**src/sv/lcd_rect_fill_serializer_core_macros.svh**
```systemverilog
// ----------------------------------------------------------------------------
// lcd_rect_fill_serializer_core_macros.svh
// Assertion macros shared by the rectangle fill serializer queue and back modules.
// ----------------------------------------------------------------------------
`ifndef LCD_RECT_FILL_SERIALIZER_CORE_MACROS_SVH
`define LCD_RECT_FILL_SERIALIZER_CORE_MACROS_SVH

// Same-cycle implication, clocked on clk and held off during reset.
`define LRF_ASSERT_SAME(label, ante, cons, msg) \
	label: assert property (@(posedge clk) disable iff (!arst_n) (ante) |-> (cons)) \
		else $error(msg);

// Next-cycle implication, clocked on clk and held off during reset.
`define LRF_ASSERT_NEXT(label, ante, cons, msg) \
	label: assert property (@(posedge clk) disable iff (!arst_n) (ante) |=> (cons)) \
		else $error(msg);

`endif

```
**src/sv/lrf_pkg.sv**
```systemverilog
// ----------------------------------------------------------------------------
// lrf_pkg
// Shared constants and types of the rectangle fill serializer.
// ----------------------------------------------------------------------------
package lrf_pkg;

	// Panel size in pixels.
	localparam int PANEL_COLUMNS = 240;
	localparam int PANEL_ROWS    = 320;

	// Widths of clipped lengths and of the pixel count.
	localparam int COL_LEN_W = $clog2(PANEL_COLUMNS + 1);
	localparam int ROW_LEN_W = $clog2(PANEL_ROWS + 1);
	localparam int PIX_W     = $clog2(PANEL_COLUMNS * PANEL_ROWS + 1);

	// Depth of the queue between the front and the back.
	localparam int QUEUE_DEPTH = 2;
	localparam int QPTR_W      = (QUEUE_DEPTH > 1) ? $clog2(QUEUE_DEPTH) : 1;
	localparam int QCNT_W      = $clog2(QUEUE_DEPTH + 1);

	// Item actions.
	localparam logic ACTION_START = 1'b0;
	localparam logic ACTION_PULL  = 1'b1;

	// Start status codes.
	localparam logic [1:0] STATUS_NONE     = 2'd0;
	localparam logic [1:0] STATUS_ACCEPTED = 2'd1;
	localparam logic [1:0] STATUS_OFF      = 2'd2;
	localparam logic [1:0] STATUS_BUSY     = 2'd3;

	// Panel commands.
	localparam logic [7:0] CMD_COL_WINDOW = 8'h2A;
	localparam logic [7:0] CMD_ROW_WINDOW = 8'h2B;
	localparam logic [7:0] CMD_MEM_WRITE  = 8'h2C;

	// Classified item after clipping, before the pixel count is formed.
	typedef struct packed {
		logic                 start;
		logic                 off;
		logic [15:0]          col_start;
		logic [15:0]          col_end;
		logic [15:0]          row_start;
		logic [15:0]          row_end;
		logic [15:0]          color;
		logic [COL_LEN_W-1:0] col_len;
		logic [ROW_LEN_W-1:0] row_len;
	} lrf_clip_t;

	// Item as it travels through the queue to the back.
	typedef struct packed {
		logic             start;
		logic             off;
		logic [15:0]      col_start;
		logic [15:0]      col_end;
		logic [15:0]      row_start;
		logic [15:0]      row_end;
		logic [15:0]      color;
		logic [PIX_W-1:0] pixels;
	} lrf_item_t;

endpackage

```
**src/sv/lrf_front.sv**
```systemverilog
// ----------------------------------------------------------------------------
// lrf_front
// Accepts input items, clips the rectangle to the panel and forms the pixel
// count before handing the item to the queue.
// ----------------------------------------------------------------------------
module lrf_front (
	input  logic                 clk,
	input  logic                 arst_n,
	input  logic                 in_valid,
	output logic                 in_ready,
	input  logic                 action,
	input  logic [15:0]          rect_col,
	input  logic [15:0]          rect_row,
	input  logic [15:0]          rect_width,
	input  logic [15:0]          rect_height,
	input  logic [15:0]          fill_color,
	output logic                 push_valid,
	input  logic                 push_ready,
	output lrf_pkg::lrf_item_t   push_item
);

	localparam logic [15:0] COLS16 = 16'(lrf_pkg::PANEL_COLUMNS);
	localparam logic [15:0] ROWS16 = 16'(lrf_pkg::PANEL_ROWS);

	logic              s1_valid_q;
	lrf_pkg::lrf_clip_t s1_item_s1;
	lrf_pkg::lrf_clip_t clip_d;
	logic [16:0]       col_sum;
	logic [16:0]       row_sum;
	logic [15:0]       col_len16;
	logic [15:0]       row_len16;
	logic              in_xfer;

	assign in_ready = !s1_valid_q || push_ready;
	assign in_xfer  = in_valid && in_ready;

	// Clip width and height to the panel edge and form the window ends.
	always_comb begin
		col_sum   = {1'b0, rect_col} + {1'b0, rect_width};
		row_sum   = {1'b0, rect_row} + {1'b0, rect_height};
		col_len16 = (col_sum > {1'b0, COLS16}) ? (COLS16 - rect_col) : rect_width;
		row_len16 = (row_sum > {1'b0, ROWS16}) ? (ROWS16 - rect_row) : rect_height;
		clip_d.start     = (action == lrf_pkg::ACTION_START);
		clip_d.off       = (rect_col >= COLS16) || (rect_row >= ROWS16);
		clip_d.col_start = rect_col;
		clip_d.col_end   = rect_col + col_len16 - 16'd1;
		clip_d.row_start = rect_row;
		clip_d.row_end   = rect_row + row_len16 - 16'd1;
		clip_d.color     = fill_color;
		clip_d.col_len   = col_len16[lrf_pkg::COL_LEN_W-1:0];
		clip_d.row_len   = row_len16[lrf_pkg::ROW_LEN_W-1:0];
	end

	// Stage valid bit.
	always_ff @(posedge clk or negedge arst_n) begin
		if (!arst_n) begin
			s1_valid_q <= 1'b0;
		end else if (in_ready) begin
			s1_valid_q <= in_valid;
		end
	end

	// Stage payload.
	always_ff @(posedge clk) begin
		if (in_xfer) begin
			s1_item_s1 <= clip_d;
		end
	end

	// Pixel count and hand-off to the queue.
	always_comb begin
		push_item.start     = s1_item_s1.start;
		push_item.off       = s1_item_s1.off;
		push_item.col_start = s1_item_s1.col_start;
		push_item.col_end   = s1_item_s1.col_end;
		push_item.row_start = s1_item_s1.row_start;
		push_item.row_end   = s1_item_s1.row_end;
		push_item.color     = s1_item_s1.color;
		push_item.pixels    = lrf_pkg::PIX_W'(s1_item_s1.col_len) *
			lrf_pkg::PIX_W'(s1_item_s1.row_len);
	end

	assign push_valid = s1_valid_q;

endmodule

```
**src/sv/lrf_queue.sv**
```systemverilog
// ----------------------------------------------------------------------------
// lrf_queue
// Short first-in first-out queue between the front and the back.
// ----------------------------------------------------------------------------
`include "lcd_rect_fill_serializer_core_macros.svh"

module lrf_queue (
	input  logic               clk,
	input  logic               arst_n,
	input  logic               push_valid,
	output logic               push_ready,
	input  lrf_pkg::lrf_item_t push_item,
	output logic               pop_valid,
	input  logic               pop_ready,
	output lrf_pkg::lrf_item_t pop_item
);

	localparam logic [lrf_pkg::QCNT_W-1:0] DEPTH_CNT = lrf_pkg::QCNT_W'(lrf_pkg::QUEUE_DEPTH);
	localparam logic [lrf_pkg::QPTR_W-1:0] LAST_PTR  =
		lrf_pkg::QPTR_W'(lrf_pkg::QUEUE_DEPTH - 1);

	lrf_pkg::lrf_item_t              slot_q [lrf_pkg::QUEUE_DEPTH];
	logic [lrf_pkg::QPTR_W-1:0]      wr_ptr_q;
	logic [lrf_pkg::QPTR_W-1:0]      rd_ptr_q;
	logic [lrf_pkg::QCNT_W-1:0]      count_q;
	logic                            do_push;
	logic                            do_pop;

	assign push_ready = (count_q != DEPTH_CNT);
	assign pop_valid  = (count_q != '0);
	assign do_push    = push_valid && push_ready;
	assign do_pop     = pop_valid && pop_ready;
	assign pop_item   = slot_q[rd_ptr_q];

	// Pointers and fill count.
	always_ff @(posedge clk or negedge arst_n) begin
		if (!arst_n) begin
			wr_ptr_q <= '0;
			rd_ptr_q <= '0;
			count_q  <= '0;
		end else begin
			if (do_push) begin
				wr_ptr_q <= (wr_ptr_q == LAST_PTR) ? '0 : wr_ptr_q + 1'b1;
			end
			if (do_pop) begin
				rd_ptr_q <= (rd_ptr_q == LAST_PTR) ? '0 : rd_ptr_q + 1'b1;
			end
			if (do_push && !do_pop) begin
				count_q <= count_q + 1'b1;
			end else if (do_pop && !do_push) begin
				count_q <= count_q - 1'b1;
			end
		end
	end

	// Entry storage.
	always_ff @(posedge clk) begin
		if (do_push) begin
			slot_q[wr_ptr_q] <= push_item;
		end
	end

	// The fill count never runs past the depth.
	`LRF_ASSERT_SAME(a_count_bound, 1'b1, count_q <= DEPTH_CNT, "queue count over depth")

endmodule

```
**src/sv/lrf_back.sv**
```systemverilog
// ----------------------------------------------------------------------------
// lrf_back
// Holds the rectangle state, carries out starts and pulls in order and
// keeps the result in an output register.
// ----------------------------------------------------------------------------
`include "lcd_rect_fill_serializer_core_macros.svh"

module lrf_back (
	input  logic               clk,
	input  logic               arst_n,
	input  logic               pop_valid,
	output logic               pop_ready,
	input  lrf_pkg::lrf_item_t pop_item,
	output logic               out_valid,
	input  logic               out_ready,
	output logic               has_byte,
	output logic [7:0]         link_byte,
	output logic               is_data,
	output logic               last_byte,
	output logic [1:0]         start_status,
	output logic               busy_res
);

	// Header byte positions; the pixel phase follows the memory-write command.
	localparam logic [3:0] STEP_COL_CMD   = 4'd0;
	localparam logic [3:0] STEP_COL_SHI   = 4'd1;
	localparam logic [3:0] STEP_COL_SLO   = 4'd2;
	localparam logic [3:0] STEP_COL_EHI   = 4'd3;
	localparam logic [3:0] STEP_COL_ELO   = 4'd4;
	localparam logic [3:0] STEP_ROW_CMD   = 4'd5;
	localparam logic [3:0] STEP_ROW_SHI   = 4'd6;
	localparam logic [3:0] STEP_ROW_SLO   = 4'd7;
	localparam logic [3:0] STEP_ROW_EHI   = 4'd8;
	localparam logic [3:0] STEP_ROW_ELO   = 4'd9;
	localparam logic [3:0] STEP_MEM_CMD   = 4'd10;
	localparam logic [3:0] STEP_PIXELS    = 4'd11;

	logic                     busy_q;
	logic [3:0]               step_q;
	logic [15:0]              col_start_q;
	logic [15:0]              col_end_q;
	logic [15:0]              row_start_q;
	logic [15:0]              row_end_q;
	logic [15:0]              color_q;
	logic [lrf_pkg::PIX_W-1:0] pixels_q;
	logic                     low_half_q;
	logic                     out_valid_q;

	logic                     busy_d;
	logic [3:0]               step_d;
	logic [lrf_pkg::PIX_W-1:0] pixels_d;
	logic                     low_half_d;
	logic                     load;
	logic                     n_has;
	logic [7:0]               n_byte;
	logic                     n_data;
	logic                     n_last;
	logic [1:0]               n_status;
	logic                     fire;

	assign pop_ready = !out_valid_q || out_ready;
	assign fire      = pop_valid && pop_ready;
	assign out_valid = out_valid_q;

	// Next state and result for the item at the head of the queue.
	always_comb begin
		busy_d     = busy_q;
		step_d     = step_q;
		pixels_d   = pixels_q;
		low_half_d = low_half_q;
		load       = 1'b0;
		n_has      = 1'b0;
		n_byte     = 8'h00;
		n_data     = 1'b0;
		n_last     = 1'b0;
		n_status   = lrf_pkg::STATUS_NONE;
		if (pop_item.start) begin
			if (busy_q) begin
				n_status = lrf_pkg::STATUS_BUSY;
			end else if (pop_item.off) begin
				n_status = lrf_pkg::STATUS_OFF;
			end else begin
				load       = 1'b1;
				busy_d     = 1'b1;
				step_d     = STEP_COL_CMD;
				pixels_d   = pop_item.pixels;
				low_half_d = 1'b0;
				n_status   = lrf_pkg::STATUS_ACCEPTED;
			end
		end else if (busy_q) begin
			n_has  = 1'b1;
			n_data = 1'b1;
			if (step_q < STEP_PIXELS) begin
				case (step_q)
					STEP_COL_CMD: begin
						n_byte = lrf_pkg::CMD_COL_WINDOW;
						n_data = 1'b0;
					end
					STEP_COL_SHI: n_byte = col_start_q[15:8];
					STEP_COL_SLO: n_byte = col_start_q[7:0];
					STEP_COL_EHI: n_byte = col_end_q[15:8];
					STEP_COL_ELO: n_byte = col_end_q[7:0];
					STEP_ROW_CMD: begin
						n_byte = lrf_pkg::CMD_ROW_WINDOW;
						n_data = 1'b0;
					end
					STEP_ROW_SHI: n_byte = row_start_q[15:8];
					STEP_ROW_SLO: n_byte = row_start_q[7:0];
					STEP_ROW_EHI: n_byte = row_end_q[15:8];
					STEP_ROW_ELO: n_byte = row_end_q[7:0];
					STEP_MEM_CMD: begin
						n_byte = lrf_pkg::CMD_MEM_WRITE;
						n_data = 1'b0;
						n_last = (pixels_q == '0);
					end
					default: n_byte = 8'h00;
				endcase
				step_d = step_q + 4'd1;
			end else if (!low_half_q) begin
				n_byte     = color_q[15:8];
				low_half_d = 1'b1;
			end else begin
				n_byte     = color_q[7:0];
				low_half_d = 1'b0;
				if (pixels_q != '0) begin
					pixels_d = pixels_q - 1'b1;
				end
				n_last = (pixels_d == '0);
			end
			if (n_last) begin
				busy_d     = 1'b0;
				step_d     = STEP_COL_CMD;
				low_half_d = 1'b0;
			end
		end
	end

	// Control state and output register valid.
	always_ff @(posedge clk or negedge arst_n) begin
		if (!arst_n) begin
			busy_q      <= 1'b0;
			step_q      <= STEP_COL_CMD;
			pixels_q    <= '0;
			low_half_q  <= 1'b0;
			out_valid_q <= 1'b0;
		end else begin
			if (fire) begin
				busy_q     <= busy_d;
				step_q     <= step_d;
				pixels_q   <= pixels_d;
				low_half_q <= low_half_d;
			end
			if (pop_ready) begin
				out_valid_q <= pop_valid;
			end
		end
	end

	// Window and color held for the running rectangle.
	always_ff @(posedge clk) begin
		if (fire && load) begin
			col_start_q <= pop_item.col_start;
			col_end_q   <= pop_item.col_end;
			row_start_q <= pop_item.row_start;
			row_end_q   <= pop_item.row_end;
			color_q     <= pop_item.color;
		end
	end

	// Result payload register.
	always_ff @(posedge clk) begin
		if (fire) begin
			has_byte     <= n_has;
			link_byte    <= n_byte;
			is_data      <= n_data;
			last_byte    <= n_last;
			start_status <= n_status;
			busy_res     <= busy_d;
		end
	end

	// The header step never passes the pixel phase.
	`LRF_ASSERT_SAME(a_step_range, 1'b1, step_q <= STEP_PIXELS, "header step out of range")
	// An idle block sits at the first header byte with the high color half next.
	`LRF_ASSERT_SAME(a_idle_clean, !busy_q, step_q == STEP_COL_CMD && !low_half_q, "idle state not clean")
	// A last byte ends the rectangle.
	`LRF_ASSERT_NEXT(a_last_ends, fire && n_last, !busy_q && busy_res == 1'b0, "last byte left block busy")

endmodule

```
**src/sv/lcd_rect_fill_serializer_core.sv**
```systemverilog
// ----------------------------------------------------------------------------
// lcd_rect_fill_serializer_core
// Turns rectangle fill requests into the command and data byte stream of a
// TFT panel link, one byte per pull item.
// ----------------------------------------------------------------------------
//  Channel | Direction | Handshake            | Payload
//  --------+-----------+----------------------+-----------------------------------
//  in      | into core | in_valid / in_ready  | action, rect_col, rect_row,
//          |           |                      | rect_width, rect_height, fill_color
//  out     | from core | out_valid / out_ready| has_byte, link_byte, is_data,
//          |           |                      | last_byte, start_status, busy_res
//
// One item is accepted per cycle while in_ready is high; after its transfer each item's
// result is registered by the clip stage, which loads at the transfer, then the queue
// (pixel count multiply in between), and the back output register. The back executes
// one queued item per cycle unless the output stalls; its state update is the loop.
// Reset clears the valid bits, the queue and the rectangle state at once.
// A stalled output fills the two-entry queue, then the clip stage, then drops in_ready.
// ----------------------------------------------------------------------------
module lcd_rect_fill_serializer_core (
	input  logic        clk,
	input  logic        arst_n,
	input  logic        in_valid,
	output logic        in_ready,
	input  logic        action,
	input  logic [15:0] rect_col,
	input  logic [15:0] rect_row,
	input  logic [15:0] rect_width,
	input  logic [15:0] rect_height,
	input  logic [15:0] fill_color,
	output logic        out_valid,
	input  logic        out_ready,
	output logic        has_byte,
	output logic [7:0]  link_byte,
	output logic        is_data,
	output logic        last_byte,
	output logic [1:0]  start_status,
	output logic        busy_res
);

	logic               push_valid;
	logic               push_ready;
	lrf_pkg::lrf_item_t push_item;
	logic               pop_valid;
	logic               pop_ready;
	lrf_pkg::lrf_item_t pop_item;

	// Front: accept and classify.
	lrf_front u_front (
		.clk         (clk),
		.arst_n      (arst_n),
		.in_valid    (in_valid),
		.in_ready    (in_ready),
		.action      (action),
		.rect_col    (rect_col),
		.rect_row    (rect_row),
		.rect_width  (rect_width),
		.rect_height (rect_height),
		.fill_color  (fill_color),
		.push_valid  (push_valid),
		.push_ready  (push_ready),
		.push_item   (push_item)
	);

	// Queue between the two halves.
	lrf_queue u_queue (
		.clk        (clk),
		.arst_n     (arst_n),
		.push_valid (push_valid),
		.push_ready (push_ready),
		.push_item  (push_item),
		.pop_valid  (pop_valid),
		.pop_ready  (pop_ready),
		.pop_item   (pop_item)
	);

	// Back: execute and emit bytes.
	lrf_back u_back (
		.clk          (clk),
		.arst_n       (arst_n),
		.pop_valid    (pop_valid),
		.pop_ready    (pop_ready),
		.pop_item     (pop_item),
		.out_valid    (out_valid),
		.out_ready    (out_ready),
		.has_byte     (has_byte),
		.link_byte    (link_byte),
		.is_data      (is_data),
		.last_byte    (last_byte),
		.start_status (start_status),
		.busy_res     (busy_res)
	);

endmodule
```
**config.mk**
```make
export PLATFORM = sky130hd
export DESIGN_NAME = lcd_rect_fill_serializer_core
export DESIGN_NICKNAME = d
export VERILOG_FILES = /design/src/sv/lrf_pkg.sv /design/src/sv/lrf_front.sv /design/src/sv/lrf_queue.sv /design/src/sv/lrf_back.sv /design/src/sv/lcd_rect_fill_serializer_core.sv
export VERILOG_INCLUDE_DIRS = /design/src /design/src/sv
export SDC_FILE = /design/constraint.sdc
export NUM_CORES = 1
export LEC_CHECK = 0
export ABC_AREA = 1
export BUFFER_PORTS_ARGS = -buffer_cell sky130_fd_sc_hd__buf_2
export CELL_PAD_IN_SITES_DETAIL_PLACEMENT = 1
export CELL_PAD_IN_SITES_GLOBAL_PLACEMENT = 1
export CORE_MARGIN = 3
export CORE_UTILIZATION = 45
export CTS_BUF_LIST = sky130_fd_sc_hd__clkbuf_4 sky130_fd_sc_hd__clkbuf_8
export CTS_CLUSTER_DIAMETER = 50
export DETAILED_ROUTE_END_ITERATION = 8
export GPL_ROUTABILITY_DRIVEN = 0
export PLACE_DENSITY_LB_ADDON = 0.1
export SYNTH_ARGS = -nofsm -noshare
export SYNTH_HDL_FRONTEND = slang
export SYNTH_SLANG_ARGS = --single-unit
```
**constraint.sdc**
```tcl
create_clock -name clk -period 6.88 [get_ports clk]
set_input_delay 1.376 -clock clk [delete_from_list [all_inputs] [get_ports clk]]
set_output_delay 1.376 -clock clk [all_outputs]
set_load 0.02 [all_outputs]
```
Word-level counts from Yosys, hierarchy flattened
Memory sizes are Yosys's and may differ from the RTL's.
Cells that the tools add are included.
{"block": "classes", "n_addsub": 14, "multipliers": 1, "n_div": 0, "n_lt_le_gt_ge": 5, "n_eq_ne": 15, "shifts": 0, "mux": 52, "bitwise_logic": 2, "reduce_logical": 27}
{"cell": "$mux W17", "n": 11}
{"cell": "$pmux W8 S11", "n": 1}
{"cell": "$add A16 B16 Y17", "n": 2}
{"cell": "$logic_not A17 Y1", "n": 2}
{"cell": "$add A16 B16 Y16", "n": 2}
{"cell": "$mux W16", "n": 2}
{"cell": "$sub A16 B1 Y16 const B", "n": 2}
{"cell": "$mux W1", "n": 26}
{"cell": "$mux W4", "n": 6}
{"cell": "$gt A17 B8 Y1 const B", "n": 1}
{"cell": "$gt A17 B9 Y1 const B", "n": 1}
{"cell": "$mul A8 B9 Y17", "n": 1}
{"cell": "$reduce_bool A17 Y1", "n": 1}
{"cell": "$sub A17 B1 Y17 const B", "n": 1}
{"cell": "$eq A4 B3 Y1 const B", "n": 4}
{"cell": "$ge A16 B8 Y1 const B", "n": 1}
{"cell": "$ge A16 B9 Y1 const B", "n": 1}
{"cell": "$mux W8", "n": 2}
{"cell": "$sub A8 B16 Y16 const A", "n": 1}
{"cell": "$sub A9 B16 Y16 const A", "n": 1}
{"cell": "$eq A4 B4 Y1 const B", "n": 3}
{"cell": "$reduce_and A5 Y1", "n": 2}
{"cell": "$eq A4 B2 Y1 const B", "n": 2}
{"cell": "$mux W2", "n": 4}
{"cell": "19 further kinds", "n": 36}
{"block": "totals", "register_bits": 222, "latch_bits": 0, "ramBits": 198, "romBits": 0, "inputBits": 85, "mem_count": 1}
{"name": "u_queue.slot_q", "depth": 2, "width": 99, "read_ports": 1, "rd_ports_with_merged_regs": 0, "wr": 1, "line": "lrf_queue.sv:22", "rtl": "lrf_pkg::lrf_item_t slot_q [lrf_pkg::QUEUE_DEPTH];"}

Longest topological paths before layout
Gate-level depths: netlist of the first run.
{"block": "depth", "depth_word": 14, "depth_mapped": 31, "ltp_nobuf": 30}

Cells and area by module
From an unflattened synthesis of the first run, not the netlist that was laid out.
{"block": "unflattened", "hier_cells": 2572, "hier_area_um2": 24269.5}
{"mod": "lrf_front", "n_inst": 1, "cells_each": 1469, "area_per_inst_um2": 11173.2}
{"mod": "lrf_queue", "n_inst": 1, "cells_each": 545, "area_per_inst_um2": 7448.4}
{"mod": "lrf_back", "n_inst": 1, "cells_each": 558, "area_per_inst_um2": 5647.9}

Least setup slack after synthesis of the first run
OpenSTA, ideal clock, no wires.
{"block": "synth_path", "path_type": "input to register", "startpoint": "input out_ready", "endpoint": "register u_back.col_end_q[0] (enable)", "setup_time_ns": 0.617, "t_arrival_ns": 7.382, "setup_slack_ns": -1.119, "path_stages": 4, "cell_sequence": "nor2_1 -> a21oi_4 -> inv_1 -> nor3_1"}
{"block": "synth_between", "elab_chain_cells": 3}
{"item": "from (decl)", "line": "lcd_rect_fill_serializer_core.sv:32", "rtl": "input logic out_ready,"}
{"item": "$logic_or A1 B1 Y1", "line": "lrf_back.sv:61", "rtl": "assign pop_ready = !out_valid_q || out_ready;"}
{"item": "$logic_and A1 B1 Y1", "line": "lrf_back.sv:62", "rtl": "assign fire = pop_valid && pop_ready;"}
{"item": "net u_back.fire", "line": "lrf_back.sv:59", "rtl": "logic fire;"}
{"item": "$logic_and A1 B1 Y1", "line": "lrf_back.sv:161", "rtl": "if (fire && load) begin"}
{"item": "to (signal assigned)", "line": "lrf_back.sv:163", "rtl": "col_end_q <= pop_item.col_end;"}
{"item": "to (decl)", "line": "lrf_back.sv:41", "rtl": "logic [15:0] col_end_q;"}
The timed path passes the listed nets, and every way through them passes these cells.
A chain may end at the register's enable or synchronous reset.

==> impl_metrics.env, run 1 <==
export IMPL_clk_latency_ps=660
export IMPL_vias_per_cell=5.17
export IMPL_reg2reg_from="u_queue.rd_ptr_q"
export IMPL_ctsLongestPathBuffers=3
export IMPL_clk_pin_slew_ps=60
export IMPL_met2_usage_pct=38.2
export IMPL_hold_viol_final=0
export IMPL_dieArea_um2=53400
export IMPL_synth_edf_count=391
export IMPL_io_buffers=100
export IMPL_cts_buffers=77
export IMPL_first_pass_iters=5
export IMPL_grt_pass1_vias=17400
export IMPL_cts_htree_levels=3
export IMPL_skew_ps=30.5
export IMPL_drc=0
export IMPL_placed_cell_area_um2=24000
export IMPL_critical_path_class="in -> reg"
export IMPL_syn_to_final_growth_pct=11.9
export IMPL_endpoint_kind="register"
export IMPL_synth_seq_cells=420
export IMPL_nets=2677
export IMPL_crit_path_start_kind="input port"
export IMPL_crit_buf_inv=4
export IMPL_power_density_nw_per_um2=437
export IMPL_r2r_slack_ps=1740
export IMPL_ff2ff_path_depth=11
export IMPL_setup_tns_ps=0
export IMPL_synth_cell_type_count=54
export IMPL_layout_min_cycle_time_ps=5430
export IMPL_grt_pass1_wl_mm=93.1
export IMPL_use_met3_pct=3.71
export IMPL_hpwl_mm=42.8
export IMPL_avgSynthCellArea_um2=10.0
export IMPL_start_util_pct=46.1
export IMPL_grt_use_total_pct=22.1
export IMPL_setup_viol=0
export IMPL_num_fill_cells=5635
export IMPL_top_usage_layer="met2"
export IMPL_critPathTopFamily="adder cells"
export IMPL_wl_per_cell_um=18.6
export IMPL_cts_sinks=420
export IMPL_path_common_cell="nand2_1"
export IMPL_slowest_stage="fa_1"
export IMPL_rsz0062_at_grt="false"
export IMPL_power_leakage_nw=11.4
export IMPL_cts_hold_buf=0
export IMPL_crit_fanout=9
export IMPL_antenna_found_initial=1
export IMPL_ant_nets=0
export IMPL_cts_setup_buffers=0
export IMPL_antenna_cells=0
export IMPL_async_flop_share_pct=6.90
export IMPL_ys_flop_type="edfxtp_1"
export IMPL_yosysWarnings=0
export IMPL_drive_gt1_share_pct=12.3
export IMPL_worstPathRequired_ps=7260
export IMPL_cts_tree="built"
export IMPL_r2r_end="u_back.pixels_q[9]"
export IMPL_slew_headroom_pct=25.2
export IMPL_via_count=16200
export IMPL_fin_crit_sh_pct=79.0
export IMPL_worstHoldPathType="reg -> reg"
export IMPL_endpoint="u_front.push_item[78]"
export IMPL_max_freq_mhz=184
export IMPL_drv_cap=0
export IMPL_syn_num_nets=2542
export IMPL_finalMaxSlewViolations=0
export IMPL_crit_arrival_ps=5810
export IMPL_drt_iter0_markers=816
export IMPL_cts_root_buf="clkbuf_8"
export IMPL_final_cell_mix="nand2_1, edfxtp_1, inv_1"
export IMPL_grt_overflow=0
export IMPL_routed_wl_mm=58.2
export IMPL_met1_usage_pct=28.7
export IMPL_coreArea_um2=49500
export IMPL_cts_resized=0
export IMPL_cp_depth=28
export IMPL_ir_worst_vdd_mv=0.241
export IMPL_status="complete, no violations"
export IMPL_seq_area_frac_synth_pct=54.7
export IMPL_rows=81
export IMPL_startpoint="rect_col[0]"
export IMPL_grt_max_degree=81
export IMPL_max_stage_delay_ps=440
export IMPL_tightest_slew_ps=1120
export IMPL_boundaryPins=101
export IMPL_die_y_um=231
export IMPL_synth_area_um2=22800
export IMPL_final_area_um2=25500
export IMPL_layout_commonest_cell="nand2_1"
export IMPL_die_w_um=231
export IMPL_netlist_instances=2273
==> cells in the mapped netlist (all sizes together) (2+ instances only) <==
library cell	number	area (um2)
dfrtp	29	726
nor2	124	503
o21ai	85	485
ha	138	1730
fa	46	921
a21boi	4	30.0
mux2	8	90.1
buf	20	120
clkbuf	34	128
o22ai	3	18.8
inv	323	1210
edfxtp	391	11700
xnor2	17	149
o2111ai	2	17.5
or2	2	12.5
a31oi	4	25.0
a21o	5	37.5
nand3b	9	67.6
o31ai	4	30.0
nor3	14	70.1
nand3	92	478
nand4	30	194
nor4	3	18.8
a221oi	12	105
o21bai	6	48.8
o211ai	4	35.0
a221o	3	30.0
a22o	9	78.8
nand2	687	2600
xor2	62	543
a21oi	96	514
==> report_power, final <==
part	internal (mW)	total (mW)	switching, mW
Combinational	1.37	4.30	2.93
Sequential	4.09	4.49	0.399
Clock	1.31	2.35	1.05
==> flip-flops by register name, summed over array words and instances, names as in the netlist <==
| name | flops |
|---|---|
| u_queue.wr_ptr_q | 1 |
| u_back.pixels_q | 17 |
| u_front.s1_item_s1 | 17 |
| u_back.is_data | 1 |
| u_back.last_byte | 1 |
| u_back.col_end_q | 16 |
| u_back.link_byte | 8 |
| u_front.push_valid | 1 |
| u_queue.rd_ptr_q | 1 |
| u_back.start_status | 2 |
| u_back.row_end_q | 16 |
| u_queue.slot_q | 198 |
| u_back.busy_res | 1 |
| u_back.color_q | 16 |
| u_back.step_q | 4 |
| u_back.col_start_q | 16 |
| u_front.push_item | 82 |
| u_queue.count_q | 2 |
| u_back.out_valid | 1 |
| u_back.has_byte | 1 |
| u_back.row_start_q | 16 |
| u_back.low_half_q | 1 |
| u_back.busy_q | 1 |
==> worst min path at each step <==
stage,to,cells after the start,from
floorplan,u_queue.slot_q[0][17],0,u_front.push_item[17]
global route,u_queue.slot_q[0][98],0,u_front.push_item[98]
detailed placement,u_queue.slot_q[0][46],0,u_front.push_item[46]
finish,u_queue.slot_q[0][98],0,u_front.push_item[98]
CTS,u_queue.slot_q[0][98],0,u_front.push_item[98]
global placement,u_queue.slot_q[1][62],0,u_front.push_item[62]
==> layer usage <==
layer / vias up / share of wire (%)
met5: - / 0
met4: 0 / 2.4
met3: 81 / 3.6
met2: 281 / 50
met1: 7985 / 44
li1: 7823 / -
==> stage by stage <==
step,util [%],hold slack (ps),total power [mW],std cells,worst slack [ps]
floorplan,-,421,7.49,2273,1330
global placement,48.5,422,8.63,2993,953
detailed placement,48.5,430,8.87,2993,775
CTS,51.6,414,11.3,3129,1480
global route,51.6,422,12.0,3129,1040
finish,51.6,425,11.1,3129,1450
==> layout make-up <==
type | instances | area [um2] | share of cell area, %
Tap cell | 664 | 831 | 3.26
Inverter | 324 | 1220 | 4.78
Multi-Input combinational cell | 1475 | 8900 | 34.9
Timing Repair Buffer | 110 | 576 | 2.26
Clock inverter | 36 | 269 | 1.05
Sequential cell | 420 | 12500 | 48.9
Clock buffer | 100 | 1250 | 4.90
==> cells by family after synthesis <==
group	after synthesis	synth area share, %
buffers and inverters	378	6.42
muxes	8	0.395
xor gates and xnor gates	79	3.03
DFF	420	54.7
AOI/OAI and AO/OA	240	6.49
adders and majority gates	184	11.6
and+or+nand+nor	964	17.4
Note: power is estimated with default switching activity, not from simulation.
==> inputs of run 2 (changes only) <==
- clock period: 6.88 -> 5 ns (I/O delays scaled with it)
==> run 2 against run 1 <==
Total power is 38% higher. Worst hold slack better by 1.9 ps. Non-clock buffer count grew 137. Setup slack got worse by 1200 ps. Final cell count increased by 4.1%. Clock skew grew 5.0 ps. Final area up 3.7%. Clock power up 28%. Register-to-register slack worse by 1500 ps. Critical path depth decreased by 12. Sequential power grew 36%. Critical endpoint is now u_queue.slot_q[1][13].
==> impl_metrics.env, run 2 (same netlist as run 1, synthesis figures left out) <==
export IMPL_slowest_stage="edfxtp_1"
export IMPL_drive_gt1_share_pct=17.1
export IMPL_hpwl_mm=44.8
export IMPL_placed_cell_area_um2=25000
export IMPL_cts_buffers=73
export IMPL_crit_path_start_kind="register"
export IMPL_crit_arrival_ps=5120
export IMPL_crit_buf_inv=3
export IMPL_nets=2810
export IMPL_grt_max_degree=81
export IMPL_seqPwrFrac_pct=39.6
export IMPL_grt_pass1_wl_mm=94.6
export IMPL_p_clk_share_pct=19.6
export IMPL_drv_cap=0
export IMPL_final_cells=3256
export IMPL_layout_min_cycle_time_ps=4720
export IMPL_crit_fanout=6
export IMPL_die_w_um=231
export IMPL_placedCellCount=3130
export IMPL_grt_pass1_vias=17900
export IMPL_cts_root_buf="clkbuf_8"
export IMPL_clk_pin_slew_ps=60
export IMPL_routed_wl_mm=59.1
export IMPL_grt_overflow=0
export IMPL_max_stage_delay_ps=540
export IMPL_skew_ps=35.4
export IMPL_postLayoutCoreUtil_pct=53.5
export IMPL_via_count=16600
export IMPL_fin_crit_sh_pct=94.3
export IMPL_endpoint_kind="register"
export IMPL_first_pass_iters=5
export IMPL_cts_tree="built"
export IMPL_coreArea_um2=49500
export IMPL_power_leakage_nw=12.0
export IMPL_vias_per_cell=5.11
export IMPL_finalMaxSlewViolations=0
export IMPL_rows=81
export IMPL_intPower_mw=9.33
export IMPL_drc=0
export IMPL_pwr_share_comb_pct=40.9
export IMPL_start_util_pct=46.1
export IMPL_hold_viol_final=0
export IMPL_ir_worst_vdd_mv=0.473
export IMPL_worstHoldPathType="in -> async"
export IMPL_cts_htree_levels=3
export IMPL_wl_per_cell_um=18.2
export IMPL_ctsLongestPathBuffers=3
export IMPL_syn_to_final_growth_pct=16.0
export IMPL_max_freq_mhz=212
export IMPL_holdWs_ps=427
export IMPL_cts_sinks=420
export IMPL_p_total_mw=15.4
export IMPL_cts_hold_buf=0
export IMPL_power_density_nw_per_um2=582
export IMPL_antenna_found_initial=1
export IMPL_worstPathRequired_ps=5400
export IMPL_largest_reg_flops=198
export IMPL_status="complete, no violations"
export IMPL_ant_nets=0
export IMPL_clk_latency_ps=640
export IMPL_path_cells="buf_4 > nand2_1 > fa_1 > fa_1 > inv_1 > fa_1 > fa_1 > ha_1 > a21oi_1 > inv_1 > a31oi_1 > o21ai_1 > a21oi_1 > nor2_1 > nor2_1 > xnor2_1"
export IMPL_critical_path_class="reg -> reg"
export IMPL_final_area_um2=26500
export IMPL_setup_viol=0
export IMPL_final_cell_mix="nand2_1, edfxtp_1, inv_1"
export IMPL_critPathTopFamily="adder cells"
export IMPL_slew_headroom_pct=26.5
export IMPL_path_common_cell="fa_1"
export IMPL_layout_commonest_cell="nand2_1"
export IMPL_io_buffers=100
export IMPL_drt_iter0_markers=841
export IMPL_grt_use_total_pct=22.4
export IMPL_tightest_slew_ps=1100
export IMPL_dieArea_um2=53400
export IMPL_p_sw_mw=6.07
export IMPL_switching_share_pct=39.4
export IMPL_die_y_um=231
export IMPL_num_fill_cells=5659
export IMPL_top_register="u_queue.slot_q"
export IMPL_boundaryPins=101
[run 2: cell types whose count changed in the layout (fill, tap and decap cells not counted), sizes merged]
cell | previous run | this run
buf | 110 | 247
bufinv | 3 | 1
clkbuf | 100 | 98
clkinv | 30 | 20
clkinvlp | 1 | 3
diode | 0 | 1
inv | 326 | 327
[run 2: repair_timing]
action,CTS,global route
setup buffers,0,0
endpoints found under the setup margin,0,7
resized for setup,0,8
[run 2: layer usage]
metal	vias to the layer above	wire, um	global-route usage (%)
li1	8090	-	-
met3	80	2280	2.95
met5	-	0	0
met4	0	1410	6.72
met1	8136	26600	29.8
met2	316	28900	38.5
[run 2: final cells by class]
| type | count | area [um2] | area share, % |
|---|---|---|---|
| Antenna cell | 1 | 2.50 | 0.00946 |
| Clock buffer | 98 | 1200 | 4.53 |
| Clock inverter | 27 | 190 | 0.719 |
| Inverter | 324 | 1220 | 4.61 |
| Multi-Input combinational cell | 1475 | 8920 | 33.7 |
| Sequential cell | 420 | 12500 | 47.1 |
| Tap cell | 664 | 831 | 3.14 |
| Timing Repair Buffer | 247 | 1620 | 6.13 |
[run 2: final timing paths]
path / startpoint / endpoint / slack, ps / cells after the start
max in group asynchronous: arst_n / u_queue.rd_ptr_q / 4000 / 1
max: u_front.s1_item_s1[1] / u_queue.slot_q[1][13] / 280 / 16
min: arst_n / u_queue.wr_ptr_q / 430 / 1
max reg2reg: u_front.s1_item_s1[1] / u_queue.slot_q[1][13] / 280 / 16
min in group clk: u_front.push_item[78] / u_queue.slot_q[0][78] / 430 / 0
min reg2reg: u_front.push_item[78] / u_queue.slot_q[0][78] / 430 / 0
[run 2: worst reg2reg max path, stage by stage (launching register included)]
cell and delay (ps):
edfxtp_1 540, buf_4 220, nand2_1 80, fa_1 510, fa_1 540, inv_1 50
fa_1 500, fa_1 450, ha_1 390, a21oi_1 210, inv_1 70, a31oi_1 250
o21ai_1 150, a21oi_1 160, nor2_1 60, nor2_1 110, xnor2_1 220
[run 2: power by group through the flow]
stage / sequential [mW] / clock (mW) / combinational (mW)
2_1_floorplan: 6.06 / 0 / 4.21
3_3_place_gp: 6.10 / 0 / 6.06
3_5_place_dp: 6.16 / 0 / 6.32
4_1_cts: 6.10 / 3.09 / 6.36
5_1_grt: 6.19 / 3.25 / 7.17
6_report: 6.09 / 3.01 / 6.29
[run 2: per-stage QoR]
stage / TNS (ps) / setup WS (ps)
after CTS: 0 / 146
after global placement: -840 / -171
final: 0 / 284
after detailed placement: -3200 / -401
after floorplan: 0 / 5.89
after global routing: -9.76 / -9.76
